<file path="config.mk">
export PLATFORM = sky130hd
export DESIGN_NAME = chp_cross
export DESIGN_NICKNAME = d
export VERILOG_FILES = /design/src/rtl/chp_pkg.sv /design/src/rtl/chp_cross.sv
export SDC_FILE = /design/constraint.sdc
export NUM_CORES = 2
export LEC_CHECK = 0
export ABC_AREA = 1
export BUFFER_PORTS_ARGS = -buffer_cell sky130_fd_sc_hd__clkbuf_2
export CORE_UTILIZATION = 55
export DETAILED_ROUTE_END_ITERATION = 10
export PLACE_DENSITY = 0.78
export SYNTH_ARGS = -nofsm -noshare
export SYNTH_HDL_FRONTEND = slang
export SYNTH_SLANG_ARGS = --single-unit
</file>
<file path="constraint.sdc">
create_clock -name clk -period 5.7 [get_ports clk]
set_clock_uncertainty 0.2 [all_clocks]
set_input_delay 1.14 -clock clk [delete_from_list [all_inputs] [get_ports clk]]
set_output_delay 1.14 -clock clk [all_outputs]
set_load 0.1 [all_outputs]
</file>
<file path="src/rtl/chp_pkg.sv">
// ----------------------------------------------------------------------------
// chp_pkg
// Shared types and constants of the monotone-chain convex hull block.
// ----------------------------------------------------------------------------
package chp_pkg;

    localparam int IO_BITS = 16;

    typedef logic signed [IO_BITS-1:0] io_word_t;

    typedef struct packed {
        logic valid;
        logic keep;
    } turn_res_t;

endpackage

</file>
<file path="src/rtl/chp_cross.sv">
// ----------------------------------------------------------------------------
// chp_cross
// Three-stage turn test: cross of (s1 - s0) with (p - s1), keep when > 0.
// ----------------------------------------------------------------------------
module chp_cross #(
    parameter int COORD_BITS = 16
) (
    input  logic                          clk,
    input  logic                          rst_n,
    input  logic                          start,
    input  logic signed [COORD_BITS-1:0]  s0x,
    input  logic signed [COORD_BITS-1:0]  s0y,
    input  logic signed [COORD_BITS-1:0]  s1x,
    input  logic signed [COORD_BITS-1:0]  s1y,
    input  logic signed [COORD_BITS-1:0]  px,
    input  logic signed [COORD_BITS-1:0]  py,
    output chp_pkg::turn_res_t            res
);
    import chp_pkg::*;

    localparam int DW = COORD_BITS + 1;
    localparam int PW = 2 * COORD_BITS + 2;

    logic signed [DW-1:0] ax_reg, ay_reg, bx_reg, by_reg;
    logic signed [PW-1:0] p1_reg, p2_reg;
    logic signed [PW:0]   diff;
    logic                 v1_reg, v2_reg, v3_reg, keep_reg;

    assign diff = {p1_reg[PW-1], p1_reg} - {p2_reg[PW-1], p2_reg};

    always_ff @(posedge clk or negedge rst_n)
    begin
        if (!rst_n)
        begin
            v1_reg   <= 1'b0;
            v2_reg   <= 1'b0;
            v3_reg   <= 1'b0;
            keep_reg <= 1'b0;
            ax_reg   <= '0;
            ay_reg   <= '0;
            bx_reg   <= '0;
            by_reg   <= '0;
            p1_reg   <= '0;
            p2_reg   <= '0;
        end
        else
        begin
            v1_reg   <= start;
            v2_reg   <= v1_reg;
            v3_reg   <= v2_reg;
            ax_reg   <= {s1x[COORD_BITS-1], s1x} - {s0x[COORD_BITS-1], s0x};
            ay_reg   <= {s1y[COORD_BITS-1], s1y} - {s0y[COORD_BITS-1], s0y};
            bx_reg   <= {px[COORD_BITS-1], px} - {s1x[COORD_BITS-1], s1x};
            by_reg   <= {py[COORD_BITS-1], py} - {s1y[COORD_BITS-1], s1y};
            p1_reg   <= ax_reg * by_reg;
            p2_reg   <= ay_reg * bx_reg;
            keep_reg <= !diff[PW] && (diff != '0);
        end
    end

    assign res.valid = v3_reg;
    assign res.keep  = keep_reg;

endmodule

</file>
Word-level counts from Yosys, hierarchy flattened
Cells that the tools add are included.
{ "totals": {"regBits": 140, "input_bits": 99, "wordCells": 20} }
{ "op_classes": {"addsub": 5, "mul": 2, "reduce_logical": 3} }
{ "op_table": {"columns": ["cell", "count"], "rows": [
  ["17-bit by 17-bit multiplier with 34-bit output", 2],
  ["16-bit by 16-bit subtractor with 17-bit output", 4],
  ["35-bit nonzero test", 1],
  ["34-bit by 34-bit subtractor with 35-bit output", 1],
  ["1-bit logical AND", 1],
  ["1-bit logical NOT", 1]
]} }

Longest topological paths before layout
{ "depth": {"ltp_word": 3, "mapped_depth": 29, "depth_no_buf": 27} }

Worst setup path after synthesis
Ideal clock, no wire load.
{ "synth_path": {"kind": "register to register", "from": "register ax_reg[16]", "to": "register p1_reg[30]", "arrival_time_ns": 5.560, "setup_slack_ns": -0.139, "path_stages_with_launch": 21, "path_cell_list": "dfrtp_1 clkbuf_1 clkbuf_1 nand2_1 inv_1 fa_1 fa_1 fa_1 fa_1 fa_1 inv_1 fa_1 inv_1 ha_1 a21oi_1 o21ai_0 a21oi_1 nand3_1 a21o_1 a21oi_1 xor2_1"} }
{ "synth_via": {"elab_chain_len": 1} }
{ "synth_lines": {"columns": ["element", "line_no", "text"], "rows": [
  ["from (decl)", "chp_cross.sv:24", "logic signed [DW-1:0] ax_reg, ay_reg, bx_reg, by_reg;"],
  ["from (signal assigned)", "chp_cross.sv:51", "ax_reg <= {s1x[COORD_BITS-1], s1x} - {s0x[COORD_BITS-1], s0x};"],
  ["17-bit by 17-bit multiplier with 34-bit output", "chp_cross.sv:55", "p1_reg <= ax_reg * by_reg;"],
  ["to (signal assigned)", "chp_cross.sv:55", null],
  ["to (decl)", "chp_cross.sv:25", "logic signed [PW-1:0] p1_reg, p2_reg;"]
]} }
No other way between the ends.

Worst setup path after layout
{ "layout_path": {"from": "register ay_reg[16]", "to": "register p2_reg[33]"} }
{ "layout_via": {"elab_chain_len": 1} }
{ "layout_lines": {"columns": ["element", "line_no", "text"], "rows": [
  ["from (decl)", "chp_cross.sv:24", null],
  ["from (signal assigned)", "chp_cross.sv:52", "ay_reg <= {s1y[COORD_BITS-1], s1y} - {s0y[COORD_BITS-1], s0y};"],
  ["17-bit by 17-bit multiplier with 34-bit output", "chp_cross.sv:56", "p2_reg <= ay_reg * bx_reg;"],
  ["to (signal assigned)", "chp_cross.sv:56", null],
  ["to (decl)", "chp_cross.sv:25", null]
]} }
No other way between the ends.

==> impl_results.md <==
* Outcome: finished, violations left
* DR vias/cell at roughly 5
* Post-synthesis compound-gate area fraction at 0.04749
* Post-synth EDFFs at 0
* Port bufs at 100
* Dpl cells at 5,059
* Crit path time final at around 5.9 ns
* Die height at between 200 and 250 µm
* Fillers at around 4,400
* Drt drc at 0
* RSZ-0062 raised after global routing: true
* Worst EP arrival at 6.02 ns
* Final ANT Viol Nets at 0
* Final core utilization at 0.6610
* Vias in the first global route at around 27,000
* I/O pins at a little over 100
* Fin crit share at 1.026
* First-pass detailed-route iteration total at 5
* Post-Synth XOR/XNOR Area at 0.03813
* Synth Area in Adders at 0.4793
* First-pass GRT wire length at 134,600 µm
* Final setup violation count at 2
* Hold WC Path Type: reg -> reg
* Global routing usage on met3 at 0.04633
* GRT met2 Usage at 0.4900
* Area added between synthesis and finish at 17.62%
* Hold Slack at between 0.15 and 0.2 ns
* Die area at 59,020 µm²
* Clk_lat worst skew at approximately 0.46 ns
* Yosys reg bits at 140
* Share of layout cells above drive strength 1 at 0.1795
* CTS Buf Count at 17
* Sequential-to-total area share from yosys stat at 0.1097
* CTS sink cnt at 140
* Worst-margin pin slew at about 0.7 ns
* Core Box Area at 56,820 µm²
* Vias post-DR at between 20,000 and 30,000
* Met1 Use GR at 0.3559
* Largest net degree at the start of global routing at just under 70
* Warnings from Yosys at 0
* CTS tree: built
* Ys async rst share at 1.000
* Fin. Hold Viols at 0
* Largest family of logic cells by synthesized area: adder cells
* Failing checks: setup timing
* Cell count after synthesis at just over 4,000
* Synth unique cells at 47
* Final setup margin at -0.1507 ns
* Synthesized area per cell at a little under 8 µm²
* Slew Limit Fails at 0
* Top FF cell, synth: dfrtp_1
* RePlAce Congestion at approximately 1.1
* Max Freq at 170.9 MHz
* Simple-Gate Fraction of Synth Area at 0.1665
* Net count after synthesis at 5,038
* Mapped Area at 31,930 µm²
* Initial antenna violation count at 5
* Gr ovfl total at 0
* Worst slew margin at 0.5415
* Clock Tree Root: clkbuf_16
* Hold Buf Count CTS at 0
* Crit start category: flip-flop
* DR iter-0 viols at between 1,500 and 2,000
* H-tree Lvls at 4
* Gr busiest metal: met2
* WL/cell at 16.59 µm
* Critical path class: reg -> reg
* Max-cap violations at 0
* Setup_tns at -0.2035 ns
* Die Span X at 243.0 µm
* Longest Clk Path Bufs at 2
* Initial Util at 0.5620
* Fin nets at approximately 5,300
* DRT Wirelength at 85,540 µm
* Cell Rows at 87
* Worst Path Max Fanout at 5
* DP Wirelength at approximately 70,000 µm
* Clock transition at path regs at about 0.060 ns
* Critical path required time at ~5.9 ns
* GR Util All Layers at 0.2892
* Non-Filler Instances at 5,157
* CP Capture Type: flip-flop
* Mux contribution to synthesized area at 0
==> per-layer routing <==
metal / share of wire / up-vias
li1: - / 12280
met1: 0.38 / 12669
met2: 0.49 / 1131
met3: 0.074 / 260
met4: 0.058 / 0
met5: 0 / -
==> stage by stage <==
step	worst slack [ns]	cell area (µm²)
CTS	0.00007416	35990
global placement	-0.2147	35130
finish	-0.1507	37560
detailed placement	-0.2879	35130
global route	-0.2903	37560
floorplan	-0.0009712	31940
==> kinds of logic (layout without fill, tap and decap cells) <==
kind of cell | Yosys count | after routing
compound gates | 260 | 260
xor+xnor | 139 | 139
fa+ha+maj | 865 | 865
buf+inv | 1350 | 1672
flops | 140 | 140
other cells | 0 | 5
simple gates | 1320 | 1320
==> layout make-up <==
cell class                      instances  area [µm²]  area share
Inverter                             1214        4559      0.1214
Multi-Input combinational cell       2584       24460      0.6513
Antenna cell                            5       12.51   0.0003331
Sequential cell                       140        3546     0.09441
Timing Repair Buffer                  426        3436     0.09148
Clock inverter                         14       157.7    0.004197
Clock buffer                           18       439.2     0.01169
Tap cell                              756       945.9     0.02518
==> synth_stat cells, drive strengths merged (6+ instances only) <==
| cell | instances | share of area |
|---|---|---|
| nand3 | 69 | 0.012 |
| a21oi | 142 | 0.023 |
| dfrtp | 140 | 0.11 |
| ha | 268 | 0.11 |
| xnor2 | 53 | 0.015 |
| nor2 | 149 | 0.019 |
| or2 | 9 | 0.0018 |
| nand2 | 1042 | 0.12 |
| nor3 | 16 | 0.0025 |
| o21ai | 66 | 0.011 |
| fa | 597 | 0.37 |
| xor2 | 86 | 0.024 |
| a21o | 14 | 0.0033 |
| nor4 | 6 | 0.0014 |
| nand4 | 24 | 0.0047 |
| clkbuf | 133 | 0.016 |
| inv | 1211 | 0.14 |
| a21boi | 6 | 0.0016 |
| o21bai | 14 | 0.0035 |
==> worst paths after layout <==
check                                start          to  slack, ns  depth (start not counted)
worst min-delay path                v2_reg      v3_reg       0.15                          0
worst max register to register  ay_reg[16]  p2_reg[33]      -0.15                         22
worst max-delay path            ay_reg[16]  p2_reg[33]      -0.15                         22
min in group asynchronous            rst_n   p1_reg[2]       0.47                          1
worst min register to register      v2_reg      v3_reg       0.15                          0
max in group asynchronous            rst_n  ax_reg[12]       3.82                          2
==> worst max-delay path: stages, from the launching register on <==
cell	delay, ns
dfrtp_2	0.44
buf_6	0.14
buf_6	0.12
buf_6	0.11
nand2_2	0.06
inv_2	0.04
fa_1	0.55
inv_2	0.07
fa_1	0.41
fa_1	0.58
inv_2	0.05
fa_1	0.60
inv_2	0.06
fa_1	0.56
inv_2	0.05
fa_2	0.58
ha_4	0.23
inv_4	0.09
o21bai_4	0.06
a221oi_2	0.28
o21ai_1	0.09
nor2_1	0.19
xor2_1	0.19
==> placed cells by master (no fill, tap or decap), drive strengths merged <==
| cell type | count |
|---|---|
| a221oi | 3 |
| clkbuf | 118 |
| o2111ai | 4 |
| nor3 | 16 |
| buf | 326 |
| dfrtp | 140 |
| bufinv | 2 |
| a21o | 14 |
| o21ai | 66 |
| ha | 268 |
| or2 | 9 |
| o31ai | 2 |
| o21bai | 14 |
| nor4 | 6 |
| clkinv | 8 |
| nor2 | 149 |
| xnor2 | 53 |
| diode | 5 |
| a211oi | 1 |
| a21oi | 142 |
| o21a | 3 |
| inv | 1216 |
| fa | 597 |
| xor2 | 86 |
| o211ai | 2 |
| a31oi | 3 |
| nand3 | 69 |
| clkinvlp | 2 |
| and3 | 2 |
| nand2 | 1042 |
| nand3b | 1 |
| a21boi | 6 |
| and2 | 2 |
| nand4 | 24 |
==> repair_timing <==
action | in CTS | in global routing
setup endpoints to repair | 22 | 31
buffers inserted | 6 | 55
pin swaps | 9 | 143
gates resized for setup | 59 | 266
cloned | 0 | 1
Power is not shown: default switching activity piles up to over one toggle a cycle in this logic, so the estimate is an artifact.
