`config.mk`:
```
export PLATFORM = sky130hd
export DESIGN_NAME = chp_ram
export DESIGN_NICKNAME = d
export VERILOG_FILES = /design/src/rtl/chp_ram.sv
export SDC_FILE = /design/constraint.sdc
export NUM_CORES = 1
export LEC_CHECK = 0
export BUFFER_PORTS_ARGS = -buffer_cell sky130_fd_sc_hd__buf_2
export CAP_MARGIN = 0
export CORE_ASPECT_RATIO = 1.25
export CORE_MARGIN = 3
export CORE_UTILIZATION = 40
export DETAILED_ROUTE_END_ITERATION = 8
export GPL_TIMING_DRIVEN = 0
export HOLD_SLACK_MARGIN = 0.15
export PLACE_DENSITY = 0.63
export SYNTH_ARGS = -nofsm -noshare
export SYNTH_HDL_FRONTEND = slang
export SYNTH_SLANG_ARGS = --single-unit
```
`constraint.sdc`:
```
create_clock -name clk -period 2.6 [get_ports clk]
set_input_delay 0 -clock clk [delete_from_list [all_inputs] [get_ports clk]]
set_output_delay 0 -clock clk [all_outputs]
set_load 0.01 [all_outputs]
```
`src/rtl/chp_ram.sv`:
```
// ----------------------------------------------------------------------------
// chp_ram
// Simple dual-port synchronous RAM, one write and one registered read port.
// ----------------------------------------------------------------------------
module chp_ram #(
    parameter int DEPTH = 32,
    parameter int WIDTH = 32
) (
    input  logic                     clk,
    input  logic                     we,
    input  logic [$clog2(DEPTH)-1:0] waddr,
    input  logic [WIDTH-1:0]         wdata,
    input  logic                     re,
    input  logic [$clog2(DEPTH)-1:0] raddr,
    output logic [WIDTH-1:0]         rdata
);

    logic [WIDTH-1:0] mem [DEPTH];

    always_ff @(posedge clk)
    begin
        if (we)
        begin
            mem[waddr] <= wdata;
        end
    end

    always_ff @(posedge clk)
    begin
        if (re)
        begin
            rdata <= mem[raddr];
        end
    end

endmodule

```
[Word-level counts from Yosys, hierarchy flattened]
Memory sizes are Yosys's and may differ from the RTL's. A register that Yosys moved wholly into a read port is not among the register bits.
Index checks and enable logic that the tools add are counted.
Operators by class
  mux-type cells: 2
Operators with widths (count)
  two-way mux 1 bit: 2
Storage, ports and cells
  memories: 1
  logic and storage cells: 3
  bits in writable memories: 1024
  bits in registers: 0
  input port bits: 45
  output and inout port bits: 32
Memory list
  mem: depth 32, width 32, read ports 1, clocked after Yosys merged registers in 1, wr ports 1, line 18  | logic [WIDTH-1:0] mem [DEPTH];

[Logic depth before layout (Yosys ltp)]
Gate-level depths: netlist of run 1.
  word-level depth: 2
  mapped depth: 8
  gate-level depth less buffers: 5

[Least setup slack after synthesis of run 1]
No wires, ideal clock.
  path type: input -> register
  start point: input waddr[1]
  end point: memory mem[12][0] (enable)
  buffers on the path: 1
  setup slack: 0.166 ns
  required time: 2.179 ns
  library setup time: 0.421 ns
  cell stages on the path: 3
  arrival: 2.013 ns
  cell sequence: or3b_2 -> clkbuf_1 -> nor2_1
RTL lines
  start, declared: line 11  | input logic [$clog2(DEPTH)-1:0] waddr,
  end, declared: line 18
Straight into the memory's write port.

[Worst setup path in the final report of run 1]
  start point: input waddr[4]
  end point: memory mem[18][7] (enable)
Straight into the memory's write port.

==> results list, run 1 <==
- Cell family contributing the most delay on the critical path: buffers and inverters
* Reg2reg setup slack: ~840 ps
- The later pin in the worst-skew pair is clocked with a latency of between 600 and 700 ps.
- The tool flagged a number of max-cap violations equal to 0.
- At the pin with the least slew margin, the transition time is 1090 ps.
* CTS tree: yes
* Maximum frequency from static timing analysis: 429 MHz
* Root buffer cell: sky130_fd_sc_hd__clkbuf_16
- Die width: 292 microns
- Summed over all layers, the global routing overflow is 0.
* Pre-antenna DRT Iters: 5
- Reg2reg path depth: 5
* Top post-synthesis cells by area: sky130_fd_sc_hd__edfxtp_1 78%, sky130_fd_sc_hd__mux2i_1 13%, sky130_fd_sc_hd__a22oi_1 1.8%
- # nets final: 2544
- Violation count after the first detailed-route iteration: 2022
* Number of antenna violations at the first check in global routing: 10
- The congestion estimate from routability-driven global placement came to between 0.8 and 0.9.
- Total power consumption of the routed design: around 35 mW
- Prior to clock tree synthesis, the placed netlist has a worst setup slack of between 100 and 150 ps.
* Fraction of the yosys area taken by sequential cells: 0.777
- Arrival time at the worst endpoint: around 2700 ps
- Distinct cell type count after synthesis: 24
- Cells resized by post-CTS repair: 0
- The critical path goes through dlygate4sd3_1 > buf_2 > or3b_2 > dlygate4sd3_1 > nor2_4 > buf_12.
- Cell count after synthesis: 2260
- Post-detailed-routing wire length: 98.9 mm
- The most used flip-flop cell after synthesis is sky130_fd_sc_hd__edfxtp_1.
- Number of top-level pins: 77
- Fraction of layout instances using a drive strength above 1: 0.139
* Total clock buffers created by CTS: 94
- Counting both buffers and inverters, the worst setup path holds a total of 4.
* Count of warnings emitted by yosys: 0
* Time the final worst path needs with I/O delays and setup: 2330 ps
* Hold Fails Final Rpt: 0
- Slowest stage cell on the critical path: sky130_fd_sc_hd__dlygate4sd3_1
- Crit Path Max Fanout: 24
- Averaged over all synthesized cells, the footprint is 18.1 sq um.
- For this design, the sink count on the clock tree is between 1000 and 1500.
- For this design the ratio of total power to cell area is ~740 mW/mm^2.
- Fraction of synthesized cell area taken by the top area cell type: 0.777
* Origin of the critical flop-to-flop path: mem[1][26]$_DFFE_PP_
- The via count of the first global-routing pass came to roughly 22000.
- The most common cell in the synthesized netlist is sky130_fd_sc_hd__edfxtp_1.
- Via count: around 21000
- Starting utilization of the core area: 0.405
- Dividing the detail-routed wire length by the instance count gives between 20 and 30 microns.
* Vertical extent of the die: ~360 microns
- Fin crit share: 0.896
- The most critical setup path has its startpoint at waddr[4].
- In this run the static leakage power is ~16 nW.
- Register bit total from synthesis: 1056
- Final-report setup violation count: 0
- By count the netlist is led by 1056 x sky130_fd_sc_hd__edfxtp_1, 512 x sky130_fd_sc_hd__mux2i_1, 98 x sky130_fd_sc_hd__nand2_1, 98 x sky130_fd_sc_hd__nand3_1.
- DR DRC count: 0
- The largest single stage delay on the critical path is approximately 730 ps.
- Dominant cell type by area after synthesis: sky130_fd_sc_hd__edfxtp_1
- Total nets after synthesis: about 2300
* WS Path Type: in -> reg
* First-pass GRT wire length: ~140 mm
- The worst-case IR drop observed on VDD is between 0.4 and 0.5 mV.
- Final worst-path setup slack: 272 ps
- CTS HTree Levels: 3
* Most repeated library cell on the critical path: sky130_fd_sc_hd__dlygate4sd3_1
- The count of buffers added on input and output ports is 75.
* Number of buffers on the longest clock path: 3
- The most critical setup path has its endpoint at mem[18][7]$_DFFE_PP_.
- Number of enable flip-flop cells after synthesis: between 1000 and 1500
* Data required time at the worst endpoint: between 2000 and 3000 ps
- The layout has between 8000 and 9000 filler cells.
- After clock tree synthesis, the clock-pin slew on the worst setup and hold paths is about 70 ps.
- The endpoint identified for the worst register-to-register timing path is rdata[26]$_DFFE_PP_.
- Status: finished, final reports clean
* Pin count of the biggest net entering global routing: 33
- HPWL after detailed placement: roughly 65 mm
- In this run the most critical hold path is launched from waddr[3].
- Area of the die: about 0.11 sq mm
* Placeable core region: ~0.1 sq mm
* Number of cell rows: 130
* Class of the tightest hold or removal check: in -> reg
- STA classifies the critical path startpoint as an input pin.
* Antenna-violating nets left: 0
- The final number of max-transition violations was 0.
- In this run the tightest slew margin relative to its limit is 0.271.
- Detail-routed via count per cell: ~5.4
- Setup Skew: ~20 ps
* Relative area change from synthesis to final layout: 15.8%
* Levels on crit path: 6
* Category of the worst setup path capture point: register
- Post-Synthesis Cell Area: roughly 0.04 sq mm
- Aggregate global-route resource usage: 0.185
* Setup repair after global routing missed its margin: false
- For this run, asynchronously set or reset flops after synthesis account for 0.
sequential cells by signal, indices dropped and copies added, names as in the netlist:
signal,flops
mem,1024
rdata,32
logic make-up after synthesis:
family          share of synthesized area
compound gates                     0.0481
mux                                 0.126
flops                               0.777
buf+inv                            0.0185
simple gates                       0.0308
worst min-delay path by stage:
stage	end	slack [ps]	cells past startpoint
after detailed placement	rdata[15]	410	1
after global routing	mem[9][18]$_DFFE_PP_	210	3
after floorplan	mem[0][0]$_DFFE_PP_	100	0
after global placement	rdata[19]	420	1
after CTS	mem[9][23]$_DFFE_PP_	170	3
final	mem[26][16]$_DFFE_PP_	210	3
layout make-up:
class / instances / area [sq um] / share of cell area
Antenna cell: 7 / 17.5 / 0.000371
Clock buffer: 107 / 2400 / 0.0508
Sequential cell: 1056 / 31700 / 0.671
Buffer: 127 / 753 / 0.0159
Clock inverter: 69 / 687 / 0.0145
Multi-Input combinational cell: 1077 / 8580 / 0.182
Tap cell: 1320 / 1650 / 0.0350
Timing Repair Buffer: 143 / 1440 / 0.0304
metal layers:
| layer | vias to the layer above | share of wire | GRT usage |
|---|---|---|---|
| met5 | - | 0.00013 | 0 |
| met4 | 2 | 0.031 | 0.0685 |
| met3 | 163 | 0.064 | 0.0280 |
| met2 | 722 | 0.52 | 0.335 |
| met1 | 10800 | 0.38 | 0.223 |
| li1 | 9473 | - | - |
repair_timing:
action	in CTS	in global routing
endpoints found under the hold margin	1118	0
hold buffers	36	0
buffers inserted	0	0
where the power goes:
group | switching, mW | internal, mW
Clock | 6.05 | 7.87
Combinational | 1.32 | 0.631
Sequential | 0.0588 | 19.0
Total | 7.43 | 27.5
placed cells by master, fill, tap and decap left out, types with 5 or more instances in the layout:
cell | netlist | layout
sky130_fd_sc_hd__edfxtp_1 | 1056 | 1056
sky130_fd_sc_hd__mux2i_1 | 512 | 512
sky130_fd_sc_hd__buf_2 | 26 | 101
sky130_fd_sc_hd__nand2_1 | 98 | 98
sky130_fd_sc_hd__nand3_1 | 98 | 98
sky130_fd_sc_hd__a22oi_1 | 96 | 96
sky130_fd_sc_hd__a21oi_1 | 96 | 96
sky130_fd_sc_hd__clkbuf_16 | 0 | 94
sky130_fd_sc_hd__a22o_1 | 64 | 64
sky130_fd_sc_hd__clkbuf_1 | 46 | 59
sky130_fd_sc_hd__dlygate4sd3_1 | 0 | 36
sky130_fd_sc_hd__buf_4 | 33 | 33
sky130_fd_sc_hd__nor3_1 | 32 | 32
sky130_fd_sc_hd__a31oi_1 | 32 | 32
sky130_fd_sc_hd__nor2_4 | 0 | 32
sky130_fd_sc_hd__buf_12 | 0 | 24
sky130_fd_sc_hd__clkinv_1 | 0 | 23
sky130_fd_sc_hd__clkinv_2 | 0 | 23
sky130_fd_sc_hd__buf_6 | 15 | 15
sky130_fd_sc_hd__bufinv_16 | 0 | 12
sky130_fd_sc_hd__buf_16 | 0 | 8
sky130_fd_sc_hd__diode_2 | 0 | 7
sky130_fd_sc_hd__inv_6 | 0 | 6
sky130_fd_sc_hd__buf_1 | 5 | 5
sky130_fd_sc_hd__nand3b_1 | 5 | 5
per-stage QoR:
step                      instance area, sq um   util   TNS, ps  hold WS [ps]  instances
after floorplan                          40800      -         0          98.9       2260
after global placement                   42800  0.425  -1081560           420       3655
after detailed placement                 43800  0.434         0           413       3687
after CTS                                47200  0.468         0           168       3899
after global routing                     47200  0.468         0           207       3901
final                                    47200  0.468         0           215       3906
worst min-delay path: stages:
cell	delay [ps]
sky130_fd_sc_hd__buf_2	170
sky130_fd_sc_hd__nand3b_1	340
sky130_fd_sc_hd__nor2_4	150
(Power assumes the default switching activity.)
==> run 2: changes to the inputs <==
- GPL_TIMING_DRIVEN: 0 -> default
==> results list, run 2 (synthesis results as in run 1) <==
- Via count: 21600 (was 21200)
- Final Core Density: 0.468 (about the same)
- The starting density of the core is 0.405 (unchanged).
- The critical path's largest stage delay is 660 ps (was 730 ps).
* Final number of max-transition violations: 0 (unchanged)
- The post-route antenna net violation count is 0 (unchanged).
- Origin of the critical flop-to-flop path: mem[7][22]$_DFFE_PP_ (was mem[1][26]$_DFFE_PP_)
- The detailed-route wire length came to 104 mm (was 98.9 mm).
- The final critical delay including setup and external delays came to 2380 ps (was 2330 ps).
- The path type of the worst min-delay path is in -> reg (unchanged).
- The area taken by flip-flops and latches is 0.0317 sq mm (unchanged).
- Detail-routed via count per cell: 5.59 (was 5.42)
* Crit Path Max Fanout: 44 (was 24)
* Setup_tns: 0 ps (unchanged)
* Final standard cell area without fillers: 0.0472 sq mm (about the same)
- Regs by FF count: mem (1024), rdata (32) (unchanged).
- Area of the die: 0.106 sq mm (unchanged)
- Fraction of layout instances using a drive strength above 1: 0.140 (was 0.139)
- The site row count is 130 (unchanged).
- Number of top-level pins: 77 (unchanged)
* Largest reg by FF count: mem (unchanged)
- The total power divided by cell area came to 736 mW/mm^2 (was 739 mW/mm^2).
- Die width: 292 microns (unchanged)
- # Max-Cap Violations: 0 (unchanged)
- The smallest setup slack after layout came to 216 ps (was 272 ps).
* Ordered list of cells on the worst path: dlygate4sd3_1 > buf_2 > nor2_4 > dlygate4sd3_1 > buf_12 > buf_4 > a22o_1 > nor3_1 > a31oi_1 > nand3_1 (was dlygate4sd3_1 > buf_2 > or3b_2 > dlygate4sd3_1 > nor2_4 > buf_12)
- Cells resized by post-CTS repair: 0 (unchanged)
* Post-Place Worst Slack: 569 ps (was 147 ps)
- The endpoint of the worst hold path is mem[3][19]$_DFFE_PP_ (was mem[26][16]$_DFFE_PP_).
* Tightest Pin Transition: 953 ps (was 1090 ps)
* Most repeated library cell on the critical path: sky130_fd_sc_hd__dlygate4sd3_1 (unchanged)
* WS Path Type: in -> reg (unchanged)
- The source of the worst hold timing path is waddr[3] (unchanged).
- Congestion Overflow GR: 0 (unchanged)
- Most common library cell in the layout ignoring fill and taps: sky130_fd_sc_hd__edfxtp_1 (unchanged)
* Setup repair after global routing missed its margin: false (unchanged)
- CTS HTree Levels: 3 (unchanged)
* Hold Fails Final Rpt: 0 (unchanged)
- Root buffer cell: sky130_fd_sc_hd__clkbuf_16 (unchanged)
- HPWL after detailed placement: 54.6 mm (was 65.0 mm)
* M2 GR Usage: 0.328 (was 0.335)
- The violation count after the first detailed-route iteration came to 2107 (was 2022).
- Number of clock sinks: 1056 (unchanged)
* Cell area after placement: 0.0437 sq mm (was 0.0438 sq mm)
- Total area of multi-input combinational cells: 0.00861 sq mm (was 0.00858 sq mm)
* Pre-antenna DRT Iters: 5 (unchanged)
- Gp weighted congestion: 0.785 (was 0.831)
- The number of cells on the worst hold path was 3 (unchanged).
- Total clock buffers created by CTS: 93 (was 94)
* Category of the worst setup path capture point: register (unchanged)
- Data required time at the worst endpoint: 3010 ps (was 2950 ps)
- The headroom to the max-slew limit came to 0.364 (was 0.271).
* Reg2reg path depth: 5 (unchanged)
* Fin crit share: 0.917 (was 0.896)
* Reg2reg setup slack: 1040 ps (was 840 ps)
- The leakage dissipation is 16.3 nW (about the same).
- Aggregate global-route resource usage: 0.194 (was 0.185)
- The master of the slowest instance on the critical path is sky130_fd_sc_hd__dlygate4sd3_1 (unchanged).
- The via count of the first global-routing pass was 22100 (was 21900).
* Source of the critical timing path: raddr[2] (was waddr[4])
- Number of buffers on the longest clock path: 3 (unchanged)
- The worst hold slack was 202 ps (was 215 ps).
- CTS tree: yes (unchanged)
* Setup Skew: 15.7 ps (was 20.1 ps)
- The placeable core area came to 0.101 sq mm (unchanged).
- The initial antenna violation count came to 7 (was 10).
- The fill cell instance count of the final layout came to 8376 (was 8424).
- Clock-pin slew of the registers on the worst-case setup and hold paths: 60 ps (was 70 ps)
- Met3 Use GR: 0.0326 (was 0.0280)
- The insertion delay to the later sink of the worst-skew pair came to 660 ps (about the same).
- Status: finished, final reports clean (unchanged).
- Flip-flop count of the largest register after layout: 1024 (unchanged)
- The routed wirelength normalized by instance count came to 26.9 microns (was 25.3 microns).
* First-pass GRT wire length: 150 mm (was 144 mm)
* Arrival time at the worst endpoint: 2790 ps (was 2680 ps)
- The maximum number of pins on one net before global-route repair is 68 (was 33).
- DR DRC count: 0 (unchanged)
- The capture instance of the worst register-to-register path is rdata[22]$_DFFE_PP_ (was rdata[26]$_DFFE_PP_).
- Met1 demand-to-capacity share in global routing: 0.257 (was 0.223)
- Maximum frequency from static timing analysis: 419 MHz (was 429 MHz)
* Most used routing layer in global routing: met2 (unchanged)
- The kind of start point of the critical path is an input pin (unchanged).
* VDD IR max: 0.458 mV (was 0.467 mV)
* Most frequent cells in the layout: 1056 x sky130_fd_sc_hd__edfxtp_1, 512 x sky130_fd_sc_hd__mux2i_1, 98 x sky130_fd_sc_hd__nand3_1 (was 1056 x sky130_fd_sc_hd__edfxtp_1, 512 x sky130_fd_sc_hd__mux2i_1, 101 x sky130_fd_sc_hd__buf_2)
* Relative area change from synthesis to final layout: 15.6% (was 15.8%)
- Vertical extent of the die: 363 microns (unchanged)
* Final-report setup violation count: 0 (unchanged)
- The final net count was 2496 (was 2544).
- The number of port buffers is 76 (was 75).
run 2: changes by cell type in the layout (fill, tap and decap cells not counted), moves of 3 or more:
cell / before / now
sky130_fd_sc_hd__buf_1: 5 / 0
sky130_fd_sc_hd__buf_12: 24 / 44
sky130_fd_sc_hd__buf_16: 8 / 0
sky130_fd_sc_hd__buf_2: 101 / 75
sky130_fd_sc_hd__buf_4: 33 / 61
sky130_fd_sc_hd__buf_6: 15 / 0
sky130_fd_sc_hd__clkbuf_1: 59 / 20
sky130_fd_sc_hd__clkinv_2: 23 / 17
sky130_fd_sc_hd__dlygate4sd3_1: 36 / 42
sky130_fd_sc_hd__inv_6: 6 / 3
run 2: power by group:
group	internal [mW]	switching [mW]
Clock	7.86	5.91
Sequential	19.0	0.0872
Combinational	0.657	1.21
run 2: stage by stage:
| stage | power (mW) | cells |
|---|---|---|
| finish | 34.7 | 3855 |
| global route | 35.8 | 3850 |
| CTS | 35.0 | 3850 |
| detailed placement | 21.3 | 3634 |
| global placement | 21.2 | 3634 |
| floorplan | 20.4 | 2260 |
run 2: layout make-up:
cell class | count | area share
Sequential cell | 1056 | 0.672
Multi-Input combinational cell | 1077 | 0.183
Clock inverter | 58 | 0.0119
Antenna cell | 5 | 0.000265
Clock buffer | 116 | 0.0525
Timing Repair Buffer | 223 | 0.0456
Tap cell | 1320 | 0.0350
run 2: worst max-delay path by stage:
stage	endpoint	cells after the start
after global placement	rdata[3]$_DFFE_PP_	7
after detailed placement	rdata[12]$_DFFE_PP_	7
after CTS	rdata[6]$_DFFE_PP_	10
final	rdata[6]$_DFFE_PP_	10
after floorplan	mem[12][0]$_DFFE_PP_	3
after global routing	rdata[6]$_DFFE_PP_	10
run 2: critical path: cells and delay by family:
kind	cells	cell delay, ps
buf+inv	5	2040
compound gates	2	450
simple gates	3	230
run 2: metal layers:
metal  wire length, microns  up-vias
met1                  42800    11200
met3                   6780      154
met2                  51400      795
met4                   2570        4
li1                       -     9398
met5                     21        -
run 2: timing repair:
item,CTS,global route
hold endpoints to repair,1072,0
hold buffers,42,0
setup buffers,0,0
